`src/ybl_pkg.sv`:
```
// shared types and constants for the yellow band locator
package ybl_pkg;

   localparam int MAX_DIM_DEFAULT = 4096;

   localparam int CFG_W = 13;
   localparam int OUT_W = 12;
   localparam int CSR_INDEX_W = 4;

   localparam logic [CSR_INDEX_W-1:0] CSR_IMAGE_WIDTH  = CSR_INDEX_W'(0);
   localparam logic [CSR_INDEX_W-1:0] CSR_IMAGE_HEIGHT = CSR_INDEX_W'(1);

   localparam int IMAGE_WIDTH_RESET  = 640;
   localparam int IMAGE_HEIGHT_RESET = 480;

   localparam logic [7:0] YELLOW_FULL  = 8'd255;
   localparam logic [7:0] YELLOW_EMPTY = 8'd0;

   typedef struct packed {
      logic [7:0] chan0;
      logic [7:0] chan1;
      logic [7:0] chan2;
   } req_type;

   typedef struct packed {
      logic [OUT_W-1:0] plate_x;
      logic [OUT_W-1:0] plate_y;
   } rsp_type;

   typedef struct packed {
      logic    frame_done;
      rsp_type result;
   } scan_status_type;

endpackage

```
`src/ybl_scan.sv`:
```
// per-row yellow counting and run tracking, one pixel per step
module ybl_scan import ybl_pkg::*; #(
   parameter int MAX_DIM = MAX_DIM_DEFAULT
) (
   input  logic                           clock,
   input  logic                           reset,
   input  logic                           step,
   input  logic                           yellow,
   input  logic [$clog2(MAX_DIM+1)-1:0]   width,
   input  logic [$clog2(MAX_DIM+1)-1:0]   height,
   output scan_status_type                status
);

   localparam int PW = $clog2(MAX_DIM);
   localparam int CW = $clog2(MAX_DIM + 1);

   logic [PW-1:0] column_pos_ff, column_pos_in;
   logic [PW-1:0] row_pos_ff, row_pos_in;
   logic [CW-1:0] row_yellow_count_ff, row_yellow_count_in;
   logic [CW-1:0] best_row_count_ff, best_row_count_in;
   logic [PW-1:0] best_row_index_ff, best_row_index_in;
   logic [CW-1:0] run_length_ff, run_length_in;
   logic [PW-1:0] run_start_ff, run_start_in;
   logic [CW-1:0] row_best_run_length_ff, row_best_run_length_in;
   logic [PW-1:0] row_best_run_start_ff, row_best_run_start_in;
   logic [PW-1:0] best_column_ff, best_column_in;

   logic [CW-1:0] count_upd;
   logic [CW-1:0] run_len_upd;
   logic [PW-1:0] run_start_upd;
   logic [CW-1:0] row_best_len_upd;
   logic [PW-1:0] row_best_start_upd;
   logic [CW-1:0] best_cnt_upd;
   logic [PW-1:0] best_row_upd;
   logic [PW-1:0] best_col_upd;
   logic [CW:0]   col_next_wide;
   logic [CW:0]   row_next_wide;
   logic          row_end;
   logic          frame_end;

   always_comb begin
      // run and count update for this pixel
      count_upd          = row_yellow_count_ff;
      run_len_upd        = run_length_ff;
      run_start_upd      = run_start_ff;
      row_best_len_upd   = row_best_run_length_ff;
      row_best_start_upd = row_best_run_start_ff;
      if (yellow) begin
         if (run_length_ff == '0) begin
            run_start_upd = column_pos_ff;
         end
         run_len_upd = run_length_ff + 1'b1;
         count_upd   = row_yellow_count_ff + 1'b1;
      end else begin
         // a non-yellow pixel closes the run
         if (run_length_ff > row_best_run_length_ff) begin
            row_best_len_upd   = run_length_ff;
            row_best_start_upd = run_start_ff;
         end
         run_len_upd = '0;
      end

      col_next_wide = (CW+1)'(column_pos_ff) + 1'b1;
      row_next_wide = (CW+1)'(row_pos_ff) + 1'b1;
      row_end       = col_next_wide >= (CW+1)'(width);
      frame_end     = row_end && (row_next_wide >= (CW+1)'(height));

      best_cnt_upd = best_row_count_ff;
      best_row_upd = best_row_index_ff;
      best_col_upd = best_column_ff;
      if (row_end && (count_upd > best_row_count_ff)) begin
         best_cnt_upd = count_upd;
         best_row_upd = row_pos_ff;
         best_col_upd = row_best_start_upd;
      end

      column_pos_in          = column_pos_ff;
      row_pos_in             = row_pos_ff;
      row_yellow_count_in    = row_yellow_count_ff;
      best_row_count_in      = best_row_count_ff;
      best_row_index_in      = best_row_index_ff;
      run_length_in          = run_length_ff;
      run_start_in           = run_start_ff;
      row_best_run_length_in = row_best_run_length_ff;
      row_best_run_start_in  = row_best_run_start_ff;
      best_column_in         = best_column_ff;

      if (step) begin
         if (!row_end) begin
            column_pos_in          = column_pos_ff + 1'b1;
            row_yellow_count_in    = count_upd;
            run_length_in          = run_len_upd;
            run_start_in           = run_start_upd;
            row_best_run_length_in = row_best_len_upd;
            row_best_run_start_in  = row_best_start_upd;
         end else begin
            // open run at the row end is dropped
            column_pos_in          = '0;
            row_yellow_count_in    = '0;
            run_length_in          = '0;
            run_start_in           = '0;
            row_best_run_length_in = '0;
            row_best_run_start_in  = '0;
            if (!frame_end) begin
               row_pos_in        = row_pos_ff + 1'b1;
               best_row_count_in = best_cnt_upd;
               best_row_index_in = best_row_upd;
               best_column_in    = best_col_upd;
            end else begin
               row_pos_in        = '0;
               best_row_count_in = '0;
               best_row_index_in = '0;
               best_column_in    = '0;
            end
         end
      end

      status.frame_done     = step && frame_end;
      status.result.plate_x = OUT_W'(best_col_upd);
      status.result.plate_y = OUT_W'(best_row_upd);
   end

   always_ff @(posedge clock) begin
      if (reset) begin
         column_pos_ff          <= '0;
         row_pos_ff             <= '0;
         row_yellow_count_ff    <= '0;
         best_row_count_ff      <= '0;
         best_row_index_ff      <= '0;
         run_length_ff          <= '0;
         run_start_ff           <= '0;
         row_best_run_length_ff <= '0;
         row_best_run_start_ff  <= '0;
         best_column_ff         <= '0;
      end else begin
         column_pos_ff          <= column_pos_in;
         row_pos_ff             <= row_pos_in;
         row_yellow_count_ff    <= row_yellow_count_in;
         best_row_count_ff      <= best_row_count_in;
         best_row_index_ff      <= best_row_index_in;
         run_length_ff          <= run_length_in;
         run_start_ff           <= run_start_in;
         row_best_run_length_ff <= row_best_run_length_in;
         row_best_run_start_ff  <= row_best_run_start_in;
         best_column_ff         <= best_column_in;
      end
   end

endmodule

```
`src/yellow_band_locator.sv`:
```
// Yellow band locator: takes one pixel word per clock in raster order and, from the
// clock edge at which the last pixel of a frame leaves the input register, gives one
// result word with the column where the longest closed yellow run of the most
// yellow row begins and that row (both zero when the frame holds no yellow).
// A pixel is yellow when its bytes are 255, 255, 0. Frame size comes from two
// registers, image_width (index 0) and image_height (index 1); zero reads as 1
// and values above MAX_DIM saturate. Sustained rate is one pixel per clock while
// results are taken, set by the combinational row and run update; the last
// pixel passes the input register and then the result register. Input is held
// off only while a result waits on the output and the input register is occupied.
module yellow_band_locator import ybl_pkg::*; #(
   parameter int MAX_DIM = MAX_DIM_DEFAULT
) (
   input  logic                   clock,
   input  logic                   reset,
   input  logic                   req_valid,
   output logic                   req_ready,
   input  req_type                req_data,
   output logic                   rsp_valid,
   input  logic                   rsp_ready,
   output rsp_type                rsp_data,
   input  logic                   csr_valid,
   output logic                   csr_ready,
   input  logic [CSR_INDEX_W-1:0] csr_index,
   input  logic [CFG_W-1:0]       csr_wdata
);

   localparam int DW = $clog2(MAX_DIM + 1);

   logic [DW-1:0]   width_ff, width_in;
   logic [DW-1:0]   height_ff, height_in;
   logic [DW-1:0]   csr_clamped;
   logic [31:0]     csr_wide;

   logic            pix_valid_ff, pix_valid_in;
   logic            pix_yellow_ff, pix_yellow_in;
   logic            rsp_valid_ff, rsp_valid_in;
   rsp_type         rsp_data_ff, rsp_data_in;

   logic            advance;
   logic            step;
   scan_status_type scan_status;

   // register writes, clamped on the way in
   always_comb begin
      csr_wide = 32'(csr_wdata);
      if (csr_wide == 32'd0) begin
         csr_clamped = DW'(1);
      end else if (csr_wide > 32'(MAX_DIM)) begin
         csr_clamped = DW'(MAX_DIM);
      end else begin
         csr_clamped = DW'(csr_wide);
      end
      width_in  = width_ff;
      height_in = height_ff;
      if (csr_valid) begin
         unique case (csr_index)
            CSR_IMAGE_WIDTH:  width_in  = csr_clamped;
            CSR_IMAGE_HEIGHT: height_in = csr_clamped;
            default: ;
         endcase
      end
   end

   assign csr_ready = 1'b1;

   // input register: pixel classified on entry
   assign advance   = !rsp_valid_ff || rsp_ready;
   assign req_ready = !pix_valid_ff || advance;
   assign step      = pix_valid_ff && advance;

   always_comb begin
      pix_valid_in  = pix_valid_ff;
      pix_yellow_in = pix_yellow_ff;
      if (req_ready) begin
         pix_valid_in  = req_valid;
         pix_yellow_in = (req_data.chan0 == YELLOW_FULL) &&
                         (req_data.chan1 == YELLOW_FULL) &&
                         (req_data.chan2 == YELLOW_EMPTY);
      end
   end

   ybl_scan #(
      .MAX_DIM (MAX_DIM)
   ) u_scan (
      .clock  (clock),
      .reset  (reset),
      .step   (step),
      .yellow (pix_yellow_ff),
      .width  (width_ff),
      .height (height_ff),
      .status (scan_status)
   );

   // result register
   always_comb begin
      rsp_valid_in = rsp_valid_ff;
      rsp_data_in  = rsp_data_ff;
      if (rsp_valid_ff && rsp_ready) begin
         rsp_valid_in = 1'b0;
      end
      if (scan_status.frame_done) begin
         rsp_valid_in = 1'b1;
         rsp_data_in  = scan_status.result;
      end
   end

   always_ff @(posedge clock) begin
      if (reset) begin
         width_ff     <= DW'(IMAGE_WIDTH_RESET);
         height_ff    <= DW'(IMAGE_HEIGHT_RESET);
         pix_valid_ff <= 1'b0;
         rsp_valid_ff <= 1'b0;
      end else begin
         width_ff     <= width_in;
         height_ff    <= height_in;
         pix_valid_ff <= pix_valid_in;
         rsp_valid_ff <= rsp_valid_in;
      end
   end

   always_ff @(posedge clock) begin
      pix_yellow_ff <= pix_yellow_in;
      rsp_data_ff   <= rsp_data_in;
   end

   assign rsp_valid = rsp_valid_ff;
   assign rsp_data  = rsp_data_ff;

   // a frame end never lands on a result word that is still waiting
   assert property (@(posedge clock) disable iff (reset)
      scan_status.frame_done |-> (!rsp_valid_ff || rsp_ready))
      else $error("frame result would overwrite a pending word");

   // a stalled pixel stays in the input register untouched
   assert property (@(posedge clock) disable iff (reset)
      (pix_valid_ff && !advance) |=> (pix_valid_ff && $stable(pix_yellow_ff)))
      else $error("stalled pixel lost or changed");

   // an accepted pixel always lands in the input register
   assert property (@(posedge clock) disable iff (reset)
      (req_valid && req_ready) |=> pix_valid_ff)
      else $error("accepted pixel not captured");

   // frame size registers stay within the clamped range
   assert property (@(posedge clock) disable iff (reset)
      (width_ff != '0) && (height_ff != '0) &&
      (32'(width_ff) <= 32'(MAX_DIM)) && (32'(height_ff) <= 32'(MAX_DIM)))
      else $error("frame size register out of range");

endmodule

```
`config.mk`:
```
export PLATFORM = sky130hd
export DESIGN_NAME = yellow_band_locator
export DESIGN_NICKNAME = d
export VERILOG_FILES = /design/src/ybl_pkg.sv /design/src/ybl_scan.sv /design/src/yellow_band_locator.sv
export SDC_FILE = /design/constraint.sdc
export NUM_CORES = 1
export LEC_CHECK = 0
export BUFFER_PORTS_ARGS = -buffer_cell sky130_fd_sc_hd__buf_2
export CAP_MARGIN = 30
export CORE_AREA = 2 2 139 141
export DETAILED_ROUTE_END_ITERATION = 10
export DIE_AREA = 0 0 141 143
export GPL_TIMING_DRIVEN = 1
export PLACE_DENSITY = 0.79
export SETUP_SLACK_MARGIN = 0.15
export SKIP_CTS_REPAIR_TIMING = 1
export SLEW_MARGIN = 20
export SYNTH_ARGS = -nofsm -noshare
export SYNTH_HDL_FRONTEND = slang
export SYNTH_SLANG_ARGS = --single-unit
```
`constraint.sdc`:
```
create_clock -name clock -period 6.2 [get_ports clock]
set_input_delay 0.62 -clock clock [delete_from_list [all_inputs] [get_ports clock]]
set_output_delay 0.62 -clock clock [all_outputs]
set_load 0.05 [all_outputs]
```
==> run metrics, run 1 <==
Top FF cell, synth dfxtp_1; Slew headroom 0.355; Pleak slightly below 4 nW; DRC violations left 0; largest net degree at the start of global routing 58; crit path cell chain ha_1 > and3_1 > and3_1 > and3_1 > nand3_1 > nor3_1 > ha_1 > and3_1 > a221o_1 > a21oi_4 > and4_1 > a22o_1; MaxCap Viol Count 0; post-synthesis average cell area just over 9 sq um; Post-synth EDFFs 25; Sum Neg Setup Slack 0 ns; CP startpoint kind flip-flop; Worst Path Arrival approximately 5.0 ns; Seq/Total Area, Yosys 0.404; dominant cells by area after synthesis dfxtp_1, edfxtp_1, ha_1, nand3_1, inv_1; status finished clean; via count a little under 8000; Clock Latency Late Sink between 0.4 and 0.5 ns; initial antenna violation count 0; post-DR vias/cell approximately 6.0; global route overflow 0; worst-path maximum fanout 25; Sw Pwr 0.000550 W; drt pass-1 iters 7; worst path required time around 6.6 ns; final WL ~21000 um; post-synthesis register bit count about 180; Layout Nets about 1200; global-route wire length before repair ~36000 um; dominant cell type by area after synthesis dfxtp_1; Worst-path clk slew around 0.070 ns; vias in the first global route 7100; Placer Congestion slightly below 0.9; Starting Density 0.505; DIE WIDTH between 100 and 150 um; Core Footprint 0.0186 sq mm; setup ws final about 1.6 ns; commonest non-fill, non-tap cell in the layout dfxtp_1; ant diodes 0; fin crit share 0.743; slowest CP cell and4_1; Routed wire per std cell 16.3 um; clock tree from TritonCTS done; dpl hpwl about 15000 um; CTS Buf Count 17; CP Capture Type flip-flop; Fmax achieved 217 MHz; Yosys warning total 0; Post-Synthesis Cell Area 0.00939 sq mm; worst min path class input port to flip-flop; RSZ-0062 raised after global routing no; Yosys top cell area share 0.324; area delta synth->final 11.0%; all-layer global routing usage 0.217; Final Critical Period about 4.6 ns; Setup Skew slightly below 0.009 ns; layout cell share with drive strength beyond 1 0.125; final setup violation count 0; row cnt 50; CTS sink cnt 177; Placed Area ~0.0098 sq mm; final instance area between 0.01 and 0.015 sq mm; peak supply drop between 200 and 250 uV; CTS root buf clkbuf_16; Worst-Margin Slew 0.968 ns; CTS max path bufs 2; IO Count between 70 and 80; H-tree depth 4; syn_nets between 1000 and 1500; Max Slew Vio Count 0; Sw Ratio 0.234; asr flop ratio synth 0; Cells after Synth just over 1000; Routed Antenna Nets 0; crit path kind flip-flop to flip-flop; Iteration-0 DRC Markers about 620; Distinct cells, synth 67; Comb pwr share 0.044; commonest cells after routing, fill and taps aside dfxtp_1, nand3_1, inv_1; sequential cell fraction of total power 0.499; Clock power frac 0.458; die height between 100 and 150 um; full die area between 0.02 and 0.025 sq mm; internal power 0.00180 W; slowest stage delay, CP ~0.93 ns; port bufs about 70; Min Hold Slack approximately 0.39 ns; pwr dens around 230 mW/mm^2; Hold Vio Cnt, Final 0; Crit path top cell by count and3_1; worst slack, placed ~1.7 ns
[Yosys cell counts, drive strengths merged (27+ instances only)]
library cell,count
xnor2,31
a21oi,61
o221ai,35
dfxtp,152
clkbuf,40
inv,106
nor2,46
ha,57
a22o,37
nand2,53
nand3,117
mux2i,27
[worst paths after layout]
path,from,end,slack [ns],cells after the start
worst max-delay path,u_scan.column_pos_ff[0]$_SDFFE_PP0P_,u_scan.row_best_run_start_ff[10]$_SDFFE_PP0P_,1.60,12
worst min-delay path,req_valid,pix_valid_ff$_SDFFE_PP0P_,0.39,3
worst max register to register,u_scan.column_pos_ff[0]$_SDFFE_PP0P_,u_scan.row_best_run_start_ff[10]$_SDFFE_PP0P_,1.60,12
worst min register to register,width_ff[8]$_SDFFE_PP0P_,width_ff[8]$_SDFFE_PP0P_,0.45,2
[registers in the layout, summed over array words and instances, names as in the netlist, 13 cells and up]
name                           flops
u_scan.row_best_run_length_ff     13
u_scan.best_row_count_ff          13
width_ff                          13
u_scan.run_length_ff              13
height_ff                         13
u_scan.row_yellow_count_ff        13
rsp_data                          24
[metal layers]
layer	wire, um	part of all wire	vias up	track usage
li1	-	-	3859	-
met1	10300	0.48	3745	0.307
met2	9700	0.45	223	0.334
met3	1200	0.056	25	0.0463
met4	320	0.015	0	0.0674
met5	0	0	-	0
[power by group through the flow]
| stage | Combinational [W] | Clock (W) | Sequential, W |
|---|---|---|---|
| 2_1_floorplan | 0.0000698 | 0 | 0.00119 |
| 3_3_place_gp | 0.0000998 | 0 | 0.00120 |
| 3_5_place_dp | 0.000101 | 0 | 0.00120 |
| 4_1_cts | 0.000102 | 0.00109 | 0.00117 |
| 5_1_grt | 0.000112 | 0.00113 | 0.00117 |
| 6_report | 0.000103 | 0.00107 | 0.00117 |
[kinds of logic (layout without fill, tap and decap cells)]
| group | Yosys count | after routing | share of synthesized area |
|---|---|---|---|
| AO/OA/AOI/OAI | 224 | 224 | 0.177 |
| XOR/XNOR | 43 | 43 | 0.0401 |
| adder cells (fa/ha/maj) | 57 | 57 | 0.0760 |
| buffers and inverters | 170 | 218 | 0.0749 |
| flip-flops | 177 | 177 | 0.404 |
| multiplexers | 39 | 39 | 0.0460 |
| other | 1 | 1 | 0.000399 |
| AND/OR/NAND/NOR | 325 | 325 | 0.181 |
[final cells by class]
type,instances,area (sq um)
clock buffer,17,425
clock inverter,15,158
fill,1610,8150
inverter,106,398
multi-input combinational,689,4920
sequential,177,3790
tap,234,293
timing repair buffer,80,443
[worst max-delay path, delay by kind of cell, from the launching register on]
family | cells | cell delay [ns]
AND/OR/NAND/NOR | 7 | 2.29
flip-flops | 1 | 0.50
adder cells (fa/ha/maj) | 2 | 0.59
AO/OA/AOI/OAI | 3 | 1.16
[through the flow]
stage	power, W	instances	utilization
finish	0.00235	1318	0.561
global placement	0.00130	1285	0.528
CTS	0.00236	1318	0.561
floorplan	0.00126	1036	-
detailed placement	0.00130	1286	0.529
global route	0.00242	1318	0.561
No activity file was read; power rests on OpenSTA's default activity.
==> run 2: changes to the inputs <==
- PLACE_DENSITY: 0.79 -> 0.81
- clock period: 6.2 -> 4.07 ns (I/O delays scaled with it)
==> run 2 against run 1 <==
Clock skew grew 0.00095 ns; die area unchanged; maximum frequency increased by 21%; register-to-register slack worse by 1.3 ns; power is 52% higher; global-route usage grew 1.2 points; worst hold slack lost 0.22 ns; flip-flop and latch count did not move; largest cell class unchanged; highest routed layer unchanged.
==> run metrics, run 2 (synthesized netlist as in run 1, its figures left out) <==
Fmax achieved roughly 260 MHz; Hold Vio Cnt, Final 0; Hold Path Cell Cnt 3; r2r setup slk between 0.2 and 0.3 ns; full die area about 0.02 sq mm; Largest register FFs 24; Routed wire per std cell 17.0 um; Iteration-0 DRC Markers 842; reg2reg path depth 13; hold path endpoint pix_valid_ff$_SDFFE_PP0P_; Final Critical Period 3.79 ns; slowest CP cell dfxtp_1; Sw Pwr approximately 0.00085 W; DRC violations left 0; Worst Path Arrival 4.14 ns; commonest non-fill, non-tap cell in the layout dfxtp_1; Max Slew Vio Count 0; worst slack, placed roughly 0.14 ns; IO Count between 70 and 80; pwr dens between 300 and 400 mW/mm^2; internal power 0.00272 W; ant diodes 0; die height about 140 um; drt pass-1 iters 5; Core Footprint ~0.019 sq mm; row cnt 50; H-tree depth 4; status finished clean; setup ws final ~0.28 ns; CTS root buf clkbuf_16; CTS sink cnt around 180; worst-path maximum fanout 25; Sum Neg Setup Slack 0 ns; worst path required time between 4 and 5 ns; hold_sp req_valid; global route overflow 0; Clock power frac 0.455; MaxCap Viol Count 0; via count 8095; final setup violation count 0; Setup Skew 0.00966 ns; area delta synth->final 13.4%; DIE WIDTH around 140 um; Worst-path clk slew approximately 0.070 ns; family with the most delay on the worst path simple AND/OR/NAND/NOR gates; vias in the first global route 7591; clock tree from TritonCTS done; layout cell share with drive strength beyond 1 0.146; CTS max path bufs 2; Worst-Margin Slew 0.819 ns; RSZ-0062 raised after global routing yes; largest net degree at the start of global routing slightly below 60; worst min path class input port to flip-flop; crit path cell chain ha_1 > and3_1 > nand3_1 > nor3_1 > nand3_1 > nor3_1 > ha_1 > nand3_1 > a21oi_1 > a211oi_1 > nand4_2 > buf_12 > o221ai_1; crit path kind flip-flop to flip-flop; Placer Congestion around 0.86; global-route wire length before repair between 30000 and 40000 um; peak supply drop approximately 310 uV; sequential cell fraction of total power 0.498; CP startpoint kind flip-flop; commonest cells after routing, fill and taps aside dfxtp_1, nand3_1, inv_1; all-layer global routing usage 0.229; final core utilization 0.573; Layout Nets 1197; CTS Buf Count 17; Total Power between 0.003 and 0.004 W; RR Endpoint u_scan.best_column_ff[5]$_SDFFE_PP0P_; Crit path top cell by count nand3_1; final WL between 20000 and 25000 um; worst reg2reg startpoint u_scan.row_pos_ff[1]$_SDFFE_PP0P_; initial antenna violation count 0; Clock Latency Late Sink between 0.4 and 0.5 ns; CP Capture Type flip-flop; Pleak 4.05 nW; Slew headroom 0.454; Comb pwr share 0.046; Starting Density 0.505; port bufs 71; fin crit share 0.931; Sw Ratio 0.238; post-DR vias/cell roughly 6.0; dpl hpwl between 15000 and 20000 um; slowest stage delay, CP approximately 0.5 ns; critical path buffer and inverter count 1; Routed Antenna Nets 0
## run 2: cell count changes in the layout (fill, tap and decap cells not counted), moves of 2 or more
cell	delta
buf_4	+19
clkbuf_1	+2
buf_6	+2
buf_12	+3
clkinv_1	-3
## run 2: worst max-delay path by stage
stage	depth (start not counted)	startpoint	end	slack, ns
finish	13	u_scan.row_pos_ff[1]$_SDFFE_PP0P_	u_scan.best_column_ff[5]$_SDFFE_PP0P_	0.28
floorplan	13	u_scan.column_pos_ff[0]$_SDFFE_PP0P_	rsp_data[0]$_DFFE_PP_	0.39
detailed placement	15	u_scan.column_pos_ff[1]$_SDFFE_PP0P_	u_scan.row_pos_ff[3]$_SDFFE_PP0P_	0.14
global placement	12	u_scan.column_pos_ff[1]$_SDFFE_PP0P_	rsp_data[21]$_DFFE_PP_	0.29
global route	14	u_scan.column_pos_ff[1]$_SDFFE_PP0P_	u_scan.best_column_ff[5]$_SDFFE_PP0P_	0.11
CTS	15	u_scan.column_pos_ff[1]$_SDFFE_PP0P_	u_scan.row_pos_ff[3]$_SDFFE_PP0P_	0.08
## run 2: metal layers
metal	GRT usage	up-vias	share of wire
li1	-	3903	-
met1	0.305	3807	0.45
met2	0.364	326	0.46
met3	0.0453	59	0.067
met4	0.0979	0	0.028
met5	0	-	0
## run 2: final cells by class
cell class	count	area, sq um
Fill cell	1550	7930
Sequential cell	177	3790
Clock inverter	12	121
Multi-Input combinational cell	689	4940
Inverter	106	398
Tap cell	234	293
Clock buffer	20	458
Timing Repair Buffer	103	641
## run 2: per-stage QoR
stage | cells | cell area, sq um | hold WS (ns)
CTS | 1339 | 10600 | 0.174
global placement | 1307 | 9990 | 0.445
floorplan | 1036 | 9390 | 0.436
detailed placement | 1307 | 10000 | 0.448
finish | 1341 | 10600 | 0.174
global route | 1341 | 10600 | 0.197
## run 2: worst register-to-register path, stage by stage (launching register included)
cell      delay (ns)
dfxtp_1         0.50
ha_1            0.25
and3_1          0.23
nand3_1         0.12
nor3_1          0.28
nand3_1         0.22
nor3_1          0.33
ha_1            0.33
nand3_1         0.10
a21oi_1         0.08
a211oi_1        0.36
nand4_2         0.39
buf_12          0.31
o221ai_1        0.21
## run 2: power groups by stage
stage                     Sequential [W]  Combinational [W]  Clock (W)
after detailed placement         0.00182           0.000162          0
after global routing             0.00178           0.000180    0.00171
after CTS                        0.00178           0.000162    0.00164
after global placement           0.00182           0.000159          0
after floorplan                  0.00182           0.000106          0
final                            0.00178           0.000165    0.00163
==> run 3: changes to the inputs <==
- RECOVER_POWER: unset -> 50
==> run 3 against run 2 <==
Sequential power about the same; worst hold slack better by 0.0036 ns; count of clock-buffer cells in the layout unchanged; first-iteration DRC count down 5.6%; highest routed layer unchanged.
==> run metrics, run 3 (synthesized netlist as in run 1, its figures left out) <==
Sw Ratio 0.238; vias in the first global route 7591; Routed wire per std cell 17.1 um; family with the most delay on the worst path simple AND/OR/NAND/NOR gates; commonest cells after routing, fill and taps aside dfxtp_1, nand3_1, inv_1; Starting Density 0.505; worst path required time about 4.3 ns; post-route insts no fill roughly 1300; row cnt 50; port bufs just over 70; Final Critical Period approximately 3.9 ns; global-route wire length before repair between 30000 and 40000 um; slowest stage delay, CP 0.63 ns; Slew headroom 0.451; full die area between 0.02 and 0.025 sq mm; Pleak roughly 4 nW; Min Hold Slack approximately 0.18 ns; CP startpoint kind flip-flop; H-tree depth 4; Sum Neg Setup Slack 0 ns; area delta synth->final 12.8%; Hold Vio Cnt, Final 0; CTS root buf clkbuf_16; slowest CP cell or4_1; Setup Skew ~0.0097 ns; crit path cell chain nand3_2 > or4_1 > nor2_1 > xor2_1 > ha_1 > nand4_1 > nor2_1 > nand2_1 > o211a_1 > nor3_1 > buf_12 > mux2_2; RSZ-0062 raised after global routing yes; worst-path maximum fanout 24; CTS sink cnt ~180; status finished clean; Comb pwr share 0.046; Placed Area ~0.01 sq mm; Largest register FFs 24; placed cell count roughly 1300; largest net degree at the start of global routing 58; Placer Congestion approximately 0.86; final WL roughly 23000 um; final instance area 0.0106 sq mm; Worst Path Arrival approximately 4 ns; via count approximately 8200; Routed Antenna Nets 0; crit path kind flip-flop to flip-flop; peak supply drop 310 uV; internal power roughly 0.0027 W; IO Count 73; final core utilization 0.570; Clock power frac 0.456; commonest non-fill, non-tap cell in the layout dfxtp_1; Core Footprint roughly 0.019 sq mm; clock tree from TritonCTS done; sequential cell fraction of total power 0.498; Sw Pwr approximately 0.00085 W; ant diodes 0; critical path buffer and inverter count 1; CTS Buf Count 17; Worst-Margin Slew about 0.82 ns; die height between 100 and 150 um; DRC violations left 0; Iteration-0 DRC Markers around 800; layout cell share with drive strength beyond 1 0.118; pwr dens between 300 and 400 mW/mm^2; CP Capture Type flip-flop; final setup violation count 0; Layout Nets 1197; Fmax achieved about 260 MHz; post-DR vias/cell between 6 and 7; drt pass-1 iters 6; all-layer global routing usage 0.229; global route overflow 0; Max Slew Vio Count 0; Worst-path clk slew around 0.07 ns; dpl hpwl between 15000 and 20000 um; initial antenna violation count 0; CTS max path bufs 2; fin crit share 0.946; DIE WIDTH 141 um; Crit path top cell by count nor2_1; fillers ~1600; MaxCap Viol Count 0; worst min path class input port to flip-flop; Clock Latency Late Sink 0.44 ns
## run 3: changes by cell type in the layout (fill, tap and decap cells not counted), sizes merged
| cell | delta |
|---|---|
| clkbuf | +29 |
| buf | -29 |
## run 3: worst paths after layout
| kind | cells after the start | slack [ns] | end | start |
|---|---|---|---|---|
| worst max-delay path | 12 | 0.22 | rsp_data[11]$_DFFE_PP_ | u_scan.row_yellow_count_ff[2]$_SDFFE_PP0P_ |
| worst min-delay path | 3 | 0.18 | pix_valid_ff$_SDFFE_PP0P_ | req_valid |
| worst max register to register | 12 | 0.22 | rsp_data[11]$_DFFE_PP_ | u_scan.row_yellow_count_ff[2]$_SDFFE_PP0P_ |
| worst min register to register | 2 | 0.46 | width_ff[2]$_SDFFE_PP0P_ | width_ff[2]$_SDFFE_PP0P_ |
## run 3: tightest hold or removal path: stages
cell and delay, ns:
buf_2 0.08, a21oi_1 0.03, nor2_1 0.06
## run 3: per-stage QoR
step | power (W) | setup WS, ns
6_report | 0.00357 | 0.218
5_1_grt | 0.00367 | 0.0595
2_1_floorplan | 0.00193 | 0.389
3_3_place_gp | 0.00198 | 0.285
3_5_place_dp | 0.00198 | 0.143
4_1_cts | 0.00358 | 0.0770
## run 3: per-layer routing
| metal | wire, um | GRT usage | part of all wire | up-vias |
|---|---|---|---|---|
| met4 | 618 | 0.0979 | 0.027 | 0 |
| met2 | 10600 | 0.364 | 0.46 | 328 |
| li1 | - | - | - | 3905 |
| met3 | 1380 | 0.0453 | 0.060 | 55 |
| met1 | 10300 | 0.305 | 0.45 | 3879 |
| met5 | 0 | 0 | 0 | - |
## run 3: power groups by stage
stage | Sequential, W | Clock (W) | Combinational [W]
global placement | 0.00182 | 0 | 0.000159
global route | 0.00178 | 0.00171 | 0.000179
CTS | 0.00178 | 0.00164 | 0.000162
detailed placement | 0.00182 | 0 | 0.000162
finish | 0.00178 | 0.00163 | 0.000163
floorplan | 0.00182 | 0 | 0.000106
## run 3: layout make-up
cell class	instances	area (sq um)	share of cell area
Multi-Input combinational cell	689	4930	0.465
Clock buffer	20	458	0.0432
Sequential cell	177	3790	0.358
Clock inverter	12	121	0.0115
Tap cell	234	293	0.0276
Timing Repair Buffer	103	597	0.0563
Inverter	106	398	0.0376
